===== src/rtl/bspc_pkg.sv =====
// Shared types, microcode encodings and constants of the BLDC speed PI controller.
`timescale 1ns / 1ps
`default_nettype none
package bspc_pkg;

   // Datapath operations, one per microcode step.
   typedef enum logic [3:0] {
      OP_NOP,
      OP_LOAD,
      OP_MUL_MAP,
      OP_SPEED,
      OP_ERR,
      OP_MUL_KP,
      OP_MUL_KI,
      OP_ACC,
      OP_CLAMP,
      OP_SUM,
      OP_TRUNC,
      OP_DUTY,
      OP_OUT
   } op_type;

   // Sequencer branch conditions.
   typedef enum logic [2:0] {
      C_NEXT,
      C_WAIT_IN,
      C_OPEN,
      C_WAIT_OUT,
      C_JUMP
   } cond_type;

   typedef logic [3:0] upc_type;

   typedef struct packed {
      op_type   op;
      cond_type cond;
      upc_type  target;
   } ctrl_type;

   typedef struct packed {
      logic        closed;
      logic [15:0] duty;
      logic [15:0] speed;
   } status_type;

   // Microcode addresses.
   localparam upc_type STEP_FETCH = 4'd0;
   localparam upc_type STEP_MAP   = 4'd1;
   localparam upc_type STEP_SPEED = 4'd2;
   localparam upc_type STEP_ERR   = 4'd3;
   localparam upc_type STEP_KP    = 4'd4;
   localparam upc_type STEP_KI    = 4'd5;
   localparam upc_type STEP_ACC   = 4'd6;
   localparam upc_type STEP_CLAMP = 4'd7;
   localparam upc_type STEP_SUM   = 4'd8;
   localparam upc_type STEP_TRUNC = 4'd9;
   localparam upc_type STEP_DUTY  = 4'd10;
   localparam upc_type STEP_OUT   = 4'd11;

   // Register indexes.
   localparam logic [1:0] CSR_PWM_MAX      = 2'd0;
   localparam logic [1:0] CSR_PWM_MIN      = 2'd1;
   localparam logic [1:0] CSR_SPEED_TARGET = 2'd2;
   localparam logic [1:0] CSR_MAP_GAIN     = 2'd3;

   localparam logic [15:0] PWM_MAX_RESET      = 16'd1000;
   localparam logic [15:0] PWM_MIN_RESET      = 16'd50;
   localparam logic [15:0] SPEED_TARGET_RESET = 16'd800;
   localparam logic [23:0] MAP_GAIN_RESET     = 24'd991191;

   localparam logic [15:0] PERIOD_SLOWEST = 16'd17000;
   localparam logic [15:0] PERIOD_FASTEST = 16'd920;

   // 0.75 and 0.0021 in Q0.16.
   localparam logic signed [24:0] KP_Q16    = 25'sd49152;
   localparam logic signed [24:0] KI_DT_Q16 = 25'sd138;

endpackage
`default_nettype wire


===== src/rtl/bspc_rom.sv =====
// Control store: one control word per microcode step.
`timescale 1ns / 1ps
`default_nettype none
module bspc_rom (
   input  bspc_pkg::upc_type  upc,
   output bspc_pkg::ctrl_type ctrl
);

   always_comb begin
      unique case (upc)
         bspc_pkg::STEP_FETCH: begin
            ctrl = '{bspc_pkg::OP_LOAD, bspc_pkg::C_WAIT_IN, bspc_pkg::STEP_FETCH};
         end
         bspc_pkg::STEP_MAP: begin
            ctrl = '{bspc_pkg::OP_MUL_MAP, bspc_pkg::C_NEXT, bspc_pkg::STEP_FETCH};
         end
         // Open loop skips the PI update and only reports.
         bspc_pkg::STEP_SPEED: begin
            ctrl = '{bspc_pkg::OP_SPEED, bspc_pkg::C_OPEN, bspc_pkg::STEP_OUT};
         end
         bspc_pkg::STEP_ERR: begin
            ctrl = '{bspc_pkg::OP_ERR, bspc_pkg::C_NEXT, bspc_pkg::STEP_FETCH};
         end
         bspc_pkg::STEP_KP: begin
            ctrl = '{bspc_pkg::OP_MUL_KP, bspc_pkg::C_NEXT, bspc_pkg::STEP_FETCH};
         end
         bspc_pkg::STEP_KI: begin
            ctrl = '{bspc_pkg::OP_MUL_KI, bspc_pkg::C_NEXT, bspc_pkg::STEP_FETCH};
         end
         bspc_pkg::STEP_ACC: begin
            ctrl = '{bspc_pkg::OP_ACC, bspc_pkg::C_NEXT, bspc_pkg::STEP_FETCH};
         end
         bspc_pkg::STEP_CLAMP: begin
            ctrl = '{bspc_pkg::OP_CLAMP, bspc_pkg::C_NEXT, bspc_pkg::STEP_FETCH};
         end
         bspc_pkg::STEP_SUM: begin
            ctrl = '{bspc_pkg::OP_SUM, bspc_pkg::C_NEXT, bspc_pkg::STEP_FETCH};
         end
         bspc_pkg::STEP_TRUNC: begin
            ctrl = '{bspc_pkg::OP_TRUNC, bspc_pkg::C_NEXT, bspc_pkg::STEP_FETCH};
         end
         bspc_pkg::STEP_DUTY: begin
            ctrl = '{bspc_pkg::OP_DUTY, bspc_pkg::C_NEXT, bspc_pkg::STEP_FETCH};
         end
         bspc_pkg::STEP_OUT: begin
            ctrl = '{bspc_pkg::OP_OUT, bspc_pkg::C_WAIT_OUT, bspc_pkg::STEP_FETCH};
         end
         default: begin
            ctrl = '{bspc_pkg::OP_NOP, bspc_pkg::C_JUMP, bspc_pkg::STEP_FETCH};
         end
      endcase
   end

endmodule
`default_nettype wire


===== src/rtl/bspc_datapath.sv =====
// Datapath of the speed PI controller: registers, one shared multiplier, adders and clamps.
`timescale 1ns / 1ps
`default_nettype none
module bspc_datapath (
   input  logic                 clock,
   input  logic                 reset,
   input  bspc_pkg::ctrl_type   ctrl,
   input  logic                 req_accept,
   input  logic [15:0]          req_period,
   input  logic                 req_closed,
   input  logic                 csr_write,
   input  logic [1:0]           csr_index,
   input  logic [23:0]          csr_data,
   output bspc_pkg::status_type status
);

   logic [15:0]        pwm_max_ff, pwm_max_in;
   logic [15:0]        pwm_min_ff, pwm_min_in;
   logic [15:0]        speed_target_ff, speed_target_in;
   logic [23:0]        map_gain_ff, map_gain_in;

   logic [15:0]        period_ff, period_in;
   logic               closed_ff, closed_in;
   logic signed [42:0] prod_ff, prod_in;
   logic [15:0]        speed_ff, speed_in;
   logic signed [16:0] err_ff, err_in;
   logic signed [16:0] last_err_ff, last_err_in;
   logic signed [33:0] prop_ff, prop_in;
   logic signed [34:0] hi_ff, hi_in;
   logic signed [34:0] lo_ff, lo_in;
   logic signed [47:0] acc_ff, acc_in;
   logic signed [47:0] sum_ff, sum_in;
   logic signed [31:0] trunc_ff, trunc_in;
   logic [15:0]        duty_ff, duty_in;

   logic [15:0]        period_eff;
   logic [13:0]        span;
   logic signed [17:0] err_pair;
   logic signed [17:0] mul_a;
   logic signed [24:0] mul_b;
   logic [16:0]        speed_sum;
   logic signed [34:0] maxq, minq, prop_ext;
   logic signed [47:0] hi_ext, lo_ext, sum_round;
   logic signed [32:0] trunc_ext, min_ext, max_ext, low_clamped;

   // Out-of-range periods pin the speed at either end of the mapping.
   always_comb begin
      if ((period_ff == 16'd0) || (period_ff > bspc_pkg::PERIOD_SLOWEST)) begin
         period_eff = bspc_pkg::PERIOD_SLOWEST;
      end else if (period_ff < bspc_pkg::PERIOD_FASTEST) begin
         period_eff = bspc_pkg::PERIOD_FASTEST;
      end else begin
         period_eff = period_ff;
      end
   end

   assign span     = 14'(bspc_pkg::PERIOD_SLOWEST - period_eff);
   assign err_pair = $signed({err_ff[16], err_ff}) + $signed({last_err_ff[16], last_err_ff});

   // Operand selection for the shared multiplier.
   always_comb begin
      unique case (ctrl.op)
         bspc_pkg::OP_MUL_MAP: begin
            mul_a = $signed({4'b0, span});
            mul_b = $signed({1'b0, map_gain_ff});
         end
         bspc_pkg::OP_MUL_KP: begin
            mul_a = $signed({err_ff[16], err_ff});
            mul_b = bspc_pkg::KP_Q16;
         end
         bspc_pkg::OP_MUL_KI: begin
            mul_a = err_pair;
            mul_b = bspc_pkg::KI_DT_Q16;
         end
         default: begin
            mul_a = '0;
            mul_b = '0;
         end
      endcase
   end

   assign speed_sum = {3'b0, prod_ff[37:24]} + {1'b0, pwm_min_ff};
   assign maxq      = $signed({3'b0, pwm_max_ff, 16'b0});
   assign minq      = $signed({3'b0, pwm_min_ff, 16'b0});
   assign prop_ext  = $signed({prop_ff[33], prop_ff});
   assign hi_ext    = $signed({{13{hi_ff[34]}}, hi_ff});
   assign lo_ext    = $signed({{13{lo_ff[34]}}, lo_ff});
   // Adding 2^16-1 before the shift makes negative values round toward zero.
   assign sum_round = sum_ff + (sum_ff[47] ? 48'sd65535 : 48'sd0);
   assign trunc_ext = $signed({trunc_ff[31], trunc_ff});
   assign min_ext   = $signed({17'b0, pwm_min_ff});
   assign max_ext   = $signed({17'b0, pwm_max_ff});
   assign low_clamped = (trunc_ext < min_ext) ? min_ext : trunc_ext;

   always_comb begin
      pwm_max_in      = pwm_max_ff;
      pwm_min_in      = pwm_min_ff;
      speed_target_in = speed_target_ff;
      map_gain_in     = map_gain_ff;
      period_in       = period_ff;
      closed_in       = closed_ff;
      prod_in         = prod_ff;
      speed_in        = speed_ff;
      err_in          = err_ff;
      last_err_in     = last_err_ff;
      prop_in         = prop_ff;
      hi_in           = hi_ff;
      lo_in           = lo_ff;
      acc_in          = acc_ff;
      sum_in          = sum_ff;
      trunc_in        = trunc_ff;
      duty_in         = duty_ff;

      if (csr_write) begin
         unique case (csr_index)
            bspc_pkg::CSR_PWM_MAX:      pwm_max_in      = csr_data[15:0];
            bspc_pkg::CSR_PWM_MIN:      pwm_min_in      = csr_data[15:0];
            bspc_pkg::CSR_SPEED_TARGET: speed_target_in = csr_data[15:0];
            bspc_pkg::CSR_MAP_GAIN:     map_gain_in     = csr_data;
            default: ;
         endcase
      end

      unique case (ctrl.op)
         bspc_pkg::OP_LOAD: begin
            if (req_accept) begin
               period_in = req_period;
               closed_in = req_closed;
            end
         end
         bspc_pkg::OP_MUL_MAP: begin
            prod_in = mul_a * mul_b;
         end
         bspc_pkg::OP_SPEED: begin
            speed_in = speed_sum[16] ? 16'hFFFF : speed_sum[15:0];
         end
         bspc_pkg::OP_ERR: begin
            err_in = $signed({1'b0, speed_target_ff}) - $signed({1'b0, speed_ff});
         end
         bspc_pkg::OP_MUL_KP: begin
            prod_in = mul_a * mul_b;
         end
         bspc_pkg::OP_MUL_KI: begin
            prop_in = prod_ff[33:0];
            prod_in = mul_a * mul_b;
         end
         bspc_pkg::OP_ACC: begin
            acc_in      = acc_ff + $signed({{5{prod_ff[42]}}, prod_ff});
            last_err_in = err_ff;
            hi_in       = (maxq > prop_ext) ? (maxq - prop_ext) : 35'sd0;
            lo_in       = (minq < prop_ext) ? (minq - prop_ext) : 35'sd0;
         end
         bspc_pkg::OP_CLAMP: begin
            if (acc_ff > hi_ext) begin
               acc_in = hi_ext;
            end else if (acc_ff < lo_ext) begin
               acc_in = lo_ext;
            end
         end
         bspc_pkg::OP_SUM: begin
            sum_in = acc_ff + $signed({{14{prop_ff[33]}}, prop_ff});
         end
         bspc_pkg::OP_TRUNC: begin
            trunc_in = sum_round[47:16];
         end
         bspc_pkg::OP_DUTY: begin
            // The upper limit is applied last, so it wins when the limits cross.
            duty_in = (low_clamped > max_ext) ? pwm_max_ff : low_clamped[15:0];
         end
         default: ;
      endcase
   end

   always_ff @(posedge clock) begin
      if (reset) begin
         pwm_max_ff      <= bspc_pkg::PWM_MAX_RESET;
         pwm_min_ff      <= bspc_pkg::PWM_MIN_RESET;
         speed_target_ff <= bspc_pkg::SPEED_TARGET_RESET;
         map_gain_ff     <= bspc_pkg::MAP_GAIN_RESET;
         acc_ff          <= '0;
         last_err_ff     <= '0;
         duty_ff         <= '0;
      end else begin
         pwm_max_ff      <= pwm_max_in;
         pwm_min_ff      <= pwm_min_in;
         speed_target_ff <= speed_target_in;
         map_gain_ff     <= map_gain_in;
         acc_ff          <= acc_in;
         last_err_ff     <= last_err_in;
         duty_ff         <= duty_in;
      end
   end

   always_ff @(posedge clock) begin
      period_ff <= period_in;
      closed_ff <= closed_in;
      prod_ff   <= prod_in;
      speed_ff  <= speed_in;
      err_ff    <= err_in;
      prop_ff   <= prop_in;
      hi_ff     <= hi_in;
      lo_ff     <= lo_in;
      sum_ff    <= sum_in;
      trunc_ff  <= trunc_in;
   end

   assign status.closed = closed_ff;
   assign status.duty   = duty_ff;
   assign status.speed  = speed_ff;

endmodule
`default_nettype wire


===== src/rtl/bldc_speed_pi_controller.sv =====
// Top level: microcode sequencer, control store, datapath and result register.
// An accepted word runs the map and speed steps, in closed loop also the PI steps, then the
// output step, which waits for a free output register. The step counter walks the
// control store once per word; the single multiplier is used thrice in closed loop.
// A finished result waits in the output register while the next word is taken.
// Synchronous reset loads the register defaults and clears the integral, previous error and duty.
`timescale 1ns / 1ps
`default_nettype none
module bldc_speed_pi_controller (
   input  logic        clock,
   input  logic        reset,
   input  logic        req_tvalid,
   output logic        req_tready,
   input  logic [15:0] req_tdata,   // period[15:0]
   input  logic        req_tuser,   // closed_loop[0]
   output logic        rsp_tvalid,
   input  logic        rsp_tready,
   output logic [31:0] rsp_tdata,   // pwm_duty[15:0], speed_mapped[31:16]
   input  logic        csr_valid,
   output logic        csr_ready,
   input  logic [1:0]  csr_index,
   input  logic [23:0] csr_data
);

   bspc_pkg::upc_type    upc_ff, upc_in;
   bspc_pkg::ctrl_type   ctrl;
   bspc_pkg::status_type status;
   logic                 rsp_valid_ff, rsp_valid_in;
   logic [31:0]          rsp_data_ff, rsp_data_in;
   logic                 req_accept;
   logic                 out_free;

   bspc_rom u_rom (
      .upc  (upc_ff),
      .ctrl (ctrl)
   );

   bspc_datapath u_datapath (
      .clock      (clock),
      .reset      (reset),
      .ctrl       (ctrl),
      .req_accept (req_accept),
      .req_period (req_tdata),
      .req_closed (req_tuser),
      .csr_write  (csr_valid),
      .csr_index  (csr_index),
      .csr_data   (csr_data),
      .status     (status)
   );

   assign req_tready = (ctrl.cond == bspc_pkg::C_WAIT_IN);
   assign req_accept = req_tvalid & req_tready;
   assign out_free   = !rsp_valid_ff || rsp_tready;
   assign csr_ready  = 1'b1;

   always_comb begin
      unique case (ctrl.cond)
         bspc_pkg::C_NEXT:     upc_in = upc_ff + 4'd1;
         bspc_pkg::C_WAIT_IN:  upc_in = req_accept ? upc_ff + 4'd1 : upc_ff;
         bspc_pkg::C_OPEN:     upc_in = status.closed ? upc_ff + 4'd1 : ctrl.target;
         bspc_pkg::C_WAIT_OUT: upc_in = out_free ? ctrl.target : upc_ff;
         bspc_pkg::C_JUMP:     upc_in = ctrl.target;
         default:              upc_in = bspc_pkg::STEP_FETCH;
      endcase
   end

   always_comb begin
      rsp_valid_in = rsp_valid_ff;
      rsp_data_in  = rsp_data_ff;
      if ((ctrl.op == bspc_pkg::OP_OUT) && out_free) begin
         rsp_valid_in = 1'b1;
         rsp_data_in  = {status.speed, status.duty};
      end else if (rsp_tready) begin
         rsp_valid_in = 1'b0;
      end
   end

   always_ff @(posedge clock) begin
      if (reset) begin
         upc_ff       <= bspc_pkg::STEP_FETCH;
         rsp_valid_ff <= 1'b0;
      end else begin
         upc_ff       <= upc_in;
         rsp_valid_ff <= rsp_valid_in;
      end
   end

   always_ff @(posedge clock) begin
      rsp_data_ff <= rsp_data_in;
   end

   assign rsp_tvalid = rsp_valid_ff;
   assign rsp_tdata  = rsp_data_ff;

endmodule
`default_nettype wire


===== config.mk =====
export PLATFORM = sky130hd
export DESIGN_NAME = bldc_speed_pi_controller
export DESIGN_NICKNAME = d
export VERILOG_FILES = /design/src/rtl/bspc_pkg.sv /design/src/rtl/bspc_rom.sv /design/src/rtl/bspc_datapath.sv /design/src/rtl/bldc_speed_pi_controller.sv
export SDC_FILE = /design/constraint.sdc
export NUM_CORES = 2
export LEC_CHECK = 0
export BUFFER_PORTS_ARGS = -buffer_cell sky130_fd_sc_hd__buf_4
export CORE_ASPECT_RATIO = 1.5
export CORE_MARGIN = 4
export CORE_UTILIZATION = 45
export DETAILED_ROUTE_END_ITERATION = 7
export GPL_TIMING_DRIVEN = 0
export PLACE_DENSITY = 0.64
export SYNTH_ARGS = -nofsm -noshare
export SYNTH_HDL_FRONTEND = slang
export SYNTH_SLANG_ARGS = --single-unit

===== constraint.sdc =====
create_clock -name clock -period 9.55 [get_ports clock]
set_input_delay 1.4325 -clock clock [delete_from_list [all_inputs] [get_ports clock]]
set_output_delay 1.4325 -clock clock [all_outputs]
set_load 0.02 [all_outputs]

==> run_results.csv <==
group,metric,value,unit
outcome,outcome,"finished, final reports clean",
worst_setup_path,crit_buf_inv,6,
cells_and_area,fillers,9176,
synth,syn-cell-area,44200,µm²
worst_setup_path,critPathTopFamily,"adder cells",
placed_design,place_inst,6304,
pwr,swShare,0.416,
synth,syn_avg_cell_area,9.06,µm²
sta,finClkSkew,0.0264,ns
pwr,total_power,9.38,mW
floorplan,core,97400,µm²
cells_and_area,nNetsFinal,6006,
floorplan,initial_utilization,0.454,
routing,num_vias,36000,
clock_network,worstSkewPairLatency,0.63,ns
sta,setup_viol,0,
floorplan,io_pins,83,
pwr,p_seq_frac,0.295,
min_path,worstHoldPathType,"reg -> reg",
sta,fin_crit_sh,0.985,
worst_setup_path,crit_path_end_kind,"flip-flop",
global_routing,grt_start_max_net_pins,42,
pwr,p_clk_frac,0.218,
clock_network,cts_hold_buf,0,
sta,drv_slew,0,
sta,worst_slew_pin_slew,1.25,ns
pwr,cellLeakagePower,21.7,nW
synth,yosysSeqAreaShare,0.285,
clock_network,htreeDepth,2,
floorplan,dieHeight,392,µm
worst_setup_path,path_class,"reg -> reg",
pwr,p_sw,3.90,mW
placed_design,routabilityCongestion,1.00,
routing,detail-route-antenna-nets,0,
cells_and_area,drive_gt1_frac,0.0844,
floorplan,die_w,264,µm
pwr,p_per_area,188,nW/µm²
synth,ys_types,100,
cells_and_area,final_cells,6454,
routing,drtIter0Drc,2572,
global_routing,overflow,0,
floorplan,rows,140,
clock_network,clk_pin_slew,0.07,ns
routing,drtPass1Iterations,6,
run,drv_cap,0,
global_routing,grt_pass1_vias,36800,
synth,synth-edff-count,309,
synth,ys_warn_count,0,
worst_setup_path,worstSetupStartpointType,"flip-flop",
routing,drc,0,
sta,period_minus_slack,9.41,ns
global_routing,antenna_found_initial,1,
clock_network,cts_tree,"yes",
placed_design,dp_hpwl,118000,µm
worst_setup_path,cp.arrival,9.76,ns
worst_setup_path,cpMostUsedCell,"fa_1",
routing,wirelength,144000,µm
floorplan,dieArea,103000,µm²
synth,yosysTopAreaCell,"edfxtp_1",
synth,synth_seq_cells,475,
global_routing,grt_usage,0.271,
synth,synth_top_area_frac,0.210,
cells_and_area,area_delta_synth_final,12.7,%
sta,maxSlewHeadroom,0.159,
worst_setup_path,cpPeakStageDelay,0.61,ns
cells_and_area,antenna_cells,0,
placed_design,io_buffers,80,
pwr,intPower,5.48,mW
worst_setup_path,required,9.91,ns
sta,timing.fmax,0.106,GHz
synth,ys.flop_type,"edfxtp_1",
sta,rsz0062_at_grt,"yes",
clock_network,numCtsBuffers,48,
sta,finalHoldViolations,0,
pwr,ir_drop,178,µV
pwr,comb_power_share,0.487,
clock_network,cts_buffer_depth,3,
routing,via_per_inst,5.58,
synth,netlist_top_cells_area,"edfxtp_1 (21%), fa_1 (16%), ha_1 (13%)",
global_routing,grt_first_pass_wirelength,214000,µm
worst_setup_path,crit_slowest_cell,"fa_1",
synth,async_flop_share,0,
routing,wl_per_cell,22.2,µm
synth,synth_cells,4878,
clock_network,root_buffer,"clkbuf_16",
clock_network,clkSinkCount,475,
worst_setup_path,worstPathMaxFanout,8,
## routing by layer
metal / vias to the layer above / global-route usage / wire, µm
met5: - / 0 / 11
met2: 1147 / 0.492 / 72200
li1: 17000 / - / -
met3: 465 / 0.0262 / 6290
met1: 17500 / 0.286 / 50900
met4: 2 / 0.212 / 14100
## worst register-to-register path, delay by kind of cell (launching register included)
family / cells / cell delay [ns]
fa+ha+maj: 8 / 3.67
buf+inv: 6 / 0.54
simple gates: 8 / 1.63
xor+xnor: 1 / 0.13
compound gates: 13 / 2.80
flops: 1 / 0.38
## synth_stat cells, drive strengths merged (77+ instances only)
cell	instances
inv	656
nand2	585
ha	465
nor2	459
fa	357
a21oi	338
edfxtp	309
o21ai	179
dfxtp	166
xnor2	150
clkbuf	124
a21o	103
nand2b	78
nor3	77
xor2	77
## sequential cells by signal, indices dropped and copies added (netlist names), 17 cells and up
name,count
u_datapath.map_gain_ff,24
u_datapath.trunc_ff,32
u_datapath.lo_ff,35
u_datapath.err_ff,17
u_datapath.sum_ff,48
u_datapath.acc_ff,48
u_datapath.prod_ff,43
u_datapath.last_err_ff,17
u_datapath.prop_ff,34
rsp_tdata,32
u_datapath.hi_ff,35
## through the flow
| stage | area [µm²] | hold WS, ns | setup WS, ns | utilization | setup TNS (ns) |
|---|---|---|---|---|---|
| floorplan | 44400 | 0.408 | 0.467 | - | 0 |
| global placement | 46600 | 0.416 | -2.47 | 0.479 | -46.38 |
| detailed placement | 46800 | 0.420 | -2.21 | 0.481 | -37.29 |
| CTS | 49100 | 0.434 | 0.00233 | 0.504 | 0 |
| global route | 49800 | 0.438 | -0.0956 | 0.511 | -0.266 |
| finish | 49800 | 0.428 | 0.143 | 0.511 | 0 |
## power by group through the flow
stage / clock, mW / sequential (mW) / combinational (mW)
floorplan: 0 / 2.69 / 2.79
global placement: 0 / 2.82 / 3.89
detailed placement: 0 / 2.81 / 3.95
CTS: 2.07 / 2.76 / 4.22
global route: 2.15 / 2.78 / 5.00
finish: 2.05 / 2.77 / 4.56
## final cells by class
class,instances,area [µm²],area share
timing repair buffer,156,1330,0.0267
tap,1278,1600,0.0321
buffer,156,763,0.0153
inverter,656,2460,0.0494
clock buffer,58,1290,0.0259
multi-input combinational,3643,29400,0.590
clock inverter,32,393,0.00789
sequential,475,12600,0.253
## kinds of logic after synthesis
family,share of synthesized area
AOI/OAI and AO/OA,0.140
xor gates and xnor gates,0.0450
adders and majority gates,0.293
buffers and inverters,0.0708
DFF,0.285
muxes,0.00954
other,0.000170
and+or+nand+nor,0.157
## timing repair
item / 4_1_cts / 5_1_grt
pin swaps: 23 / 83
gates resized for setup: 85 / 85
setup buffers: 24 / 40
endpoints found under the hold margin: 0 / 0
endpoints found under the setup margin: 29 / 13
## cell usage in the layout (no fill, tap or decap), types with 13 or more instances in the layout
| cell type | synthesis | layout |
|---|---|---|
| clkbuf_16 | 0 | 52 |
| clkbuf_1 | 124 | 113 |
| xnor2_1 | 150 | 150 |
| nand2b_1 | 78 | 78 |
| o21a_1 | 39 | 38 |
| a21o_1 | 103 | 103 |
| o211ai_1 | 31 | 31 |
| a211oi_1 | 69 | 65 |
| and3_1 | 14 | 14 |
| and2_1 | 46 | 46 |
| inv_1 | 656 | 651 |
| nand3b_1 | 23 | 23 |
| buf_4 | 4 | 144 |
| ha_1 | 465 | 452 |
| nand4_1 | 49 | 49 |
| mux2i_1 | 23 | 23 |
| nor4_1 | 15 | 14 |
| nand3_1 | 72 | 70 |
| mux2_2 | 17 | 17 |
| nor2_1 | 457 | 448 |
| a211o_1 | 17 | 16 |
| nor2b_1 | 50 | 48 |
| nand2_1 | 585 | 578 |
| buf_1 | 16 | 16 |
| a21oi_1 | 336 | 330 |
| nor3_1 | 76 | 72 |
| a31oi_1 | 31 | 24 |
| xor2_1 | 77 | 77 |
| dfxtp_1 | 166 | 166 |
| o21bai_1 | 23 | 22 |
| edfxtp_1 | 309 | 309 |
| o21ai_0 | 171 | 163 |
| or2_2 | 14 | 13 |
| conb_1 | 2 | 58 |
| fa_1 | 357 | 350 |
## path summary, 6_finish.rpt
kind,cells past startpoint,startpoint,end,slack [ns]
max,36,u_datapath.period_ff[2],u_datapath.prod_ff[41],0.14
max reg2reg,36,u_datapath.period_ff[2],u_datapath.prod_ff[41],0.14
min,0,u_datapath.duty_ff[13],rsp_tdata[13],0.43
min reg2reg,0,u_datapath.duty_ff[13],rsp_tdata[13],0.43
No activity file was read; power rests on OpenSTA's default activity.
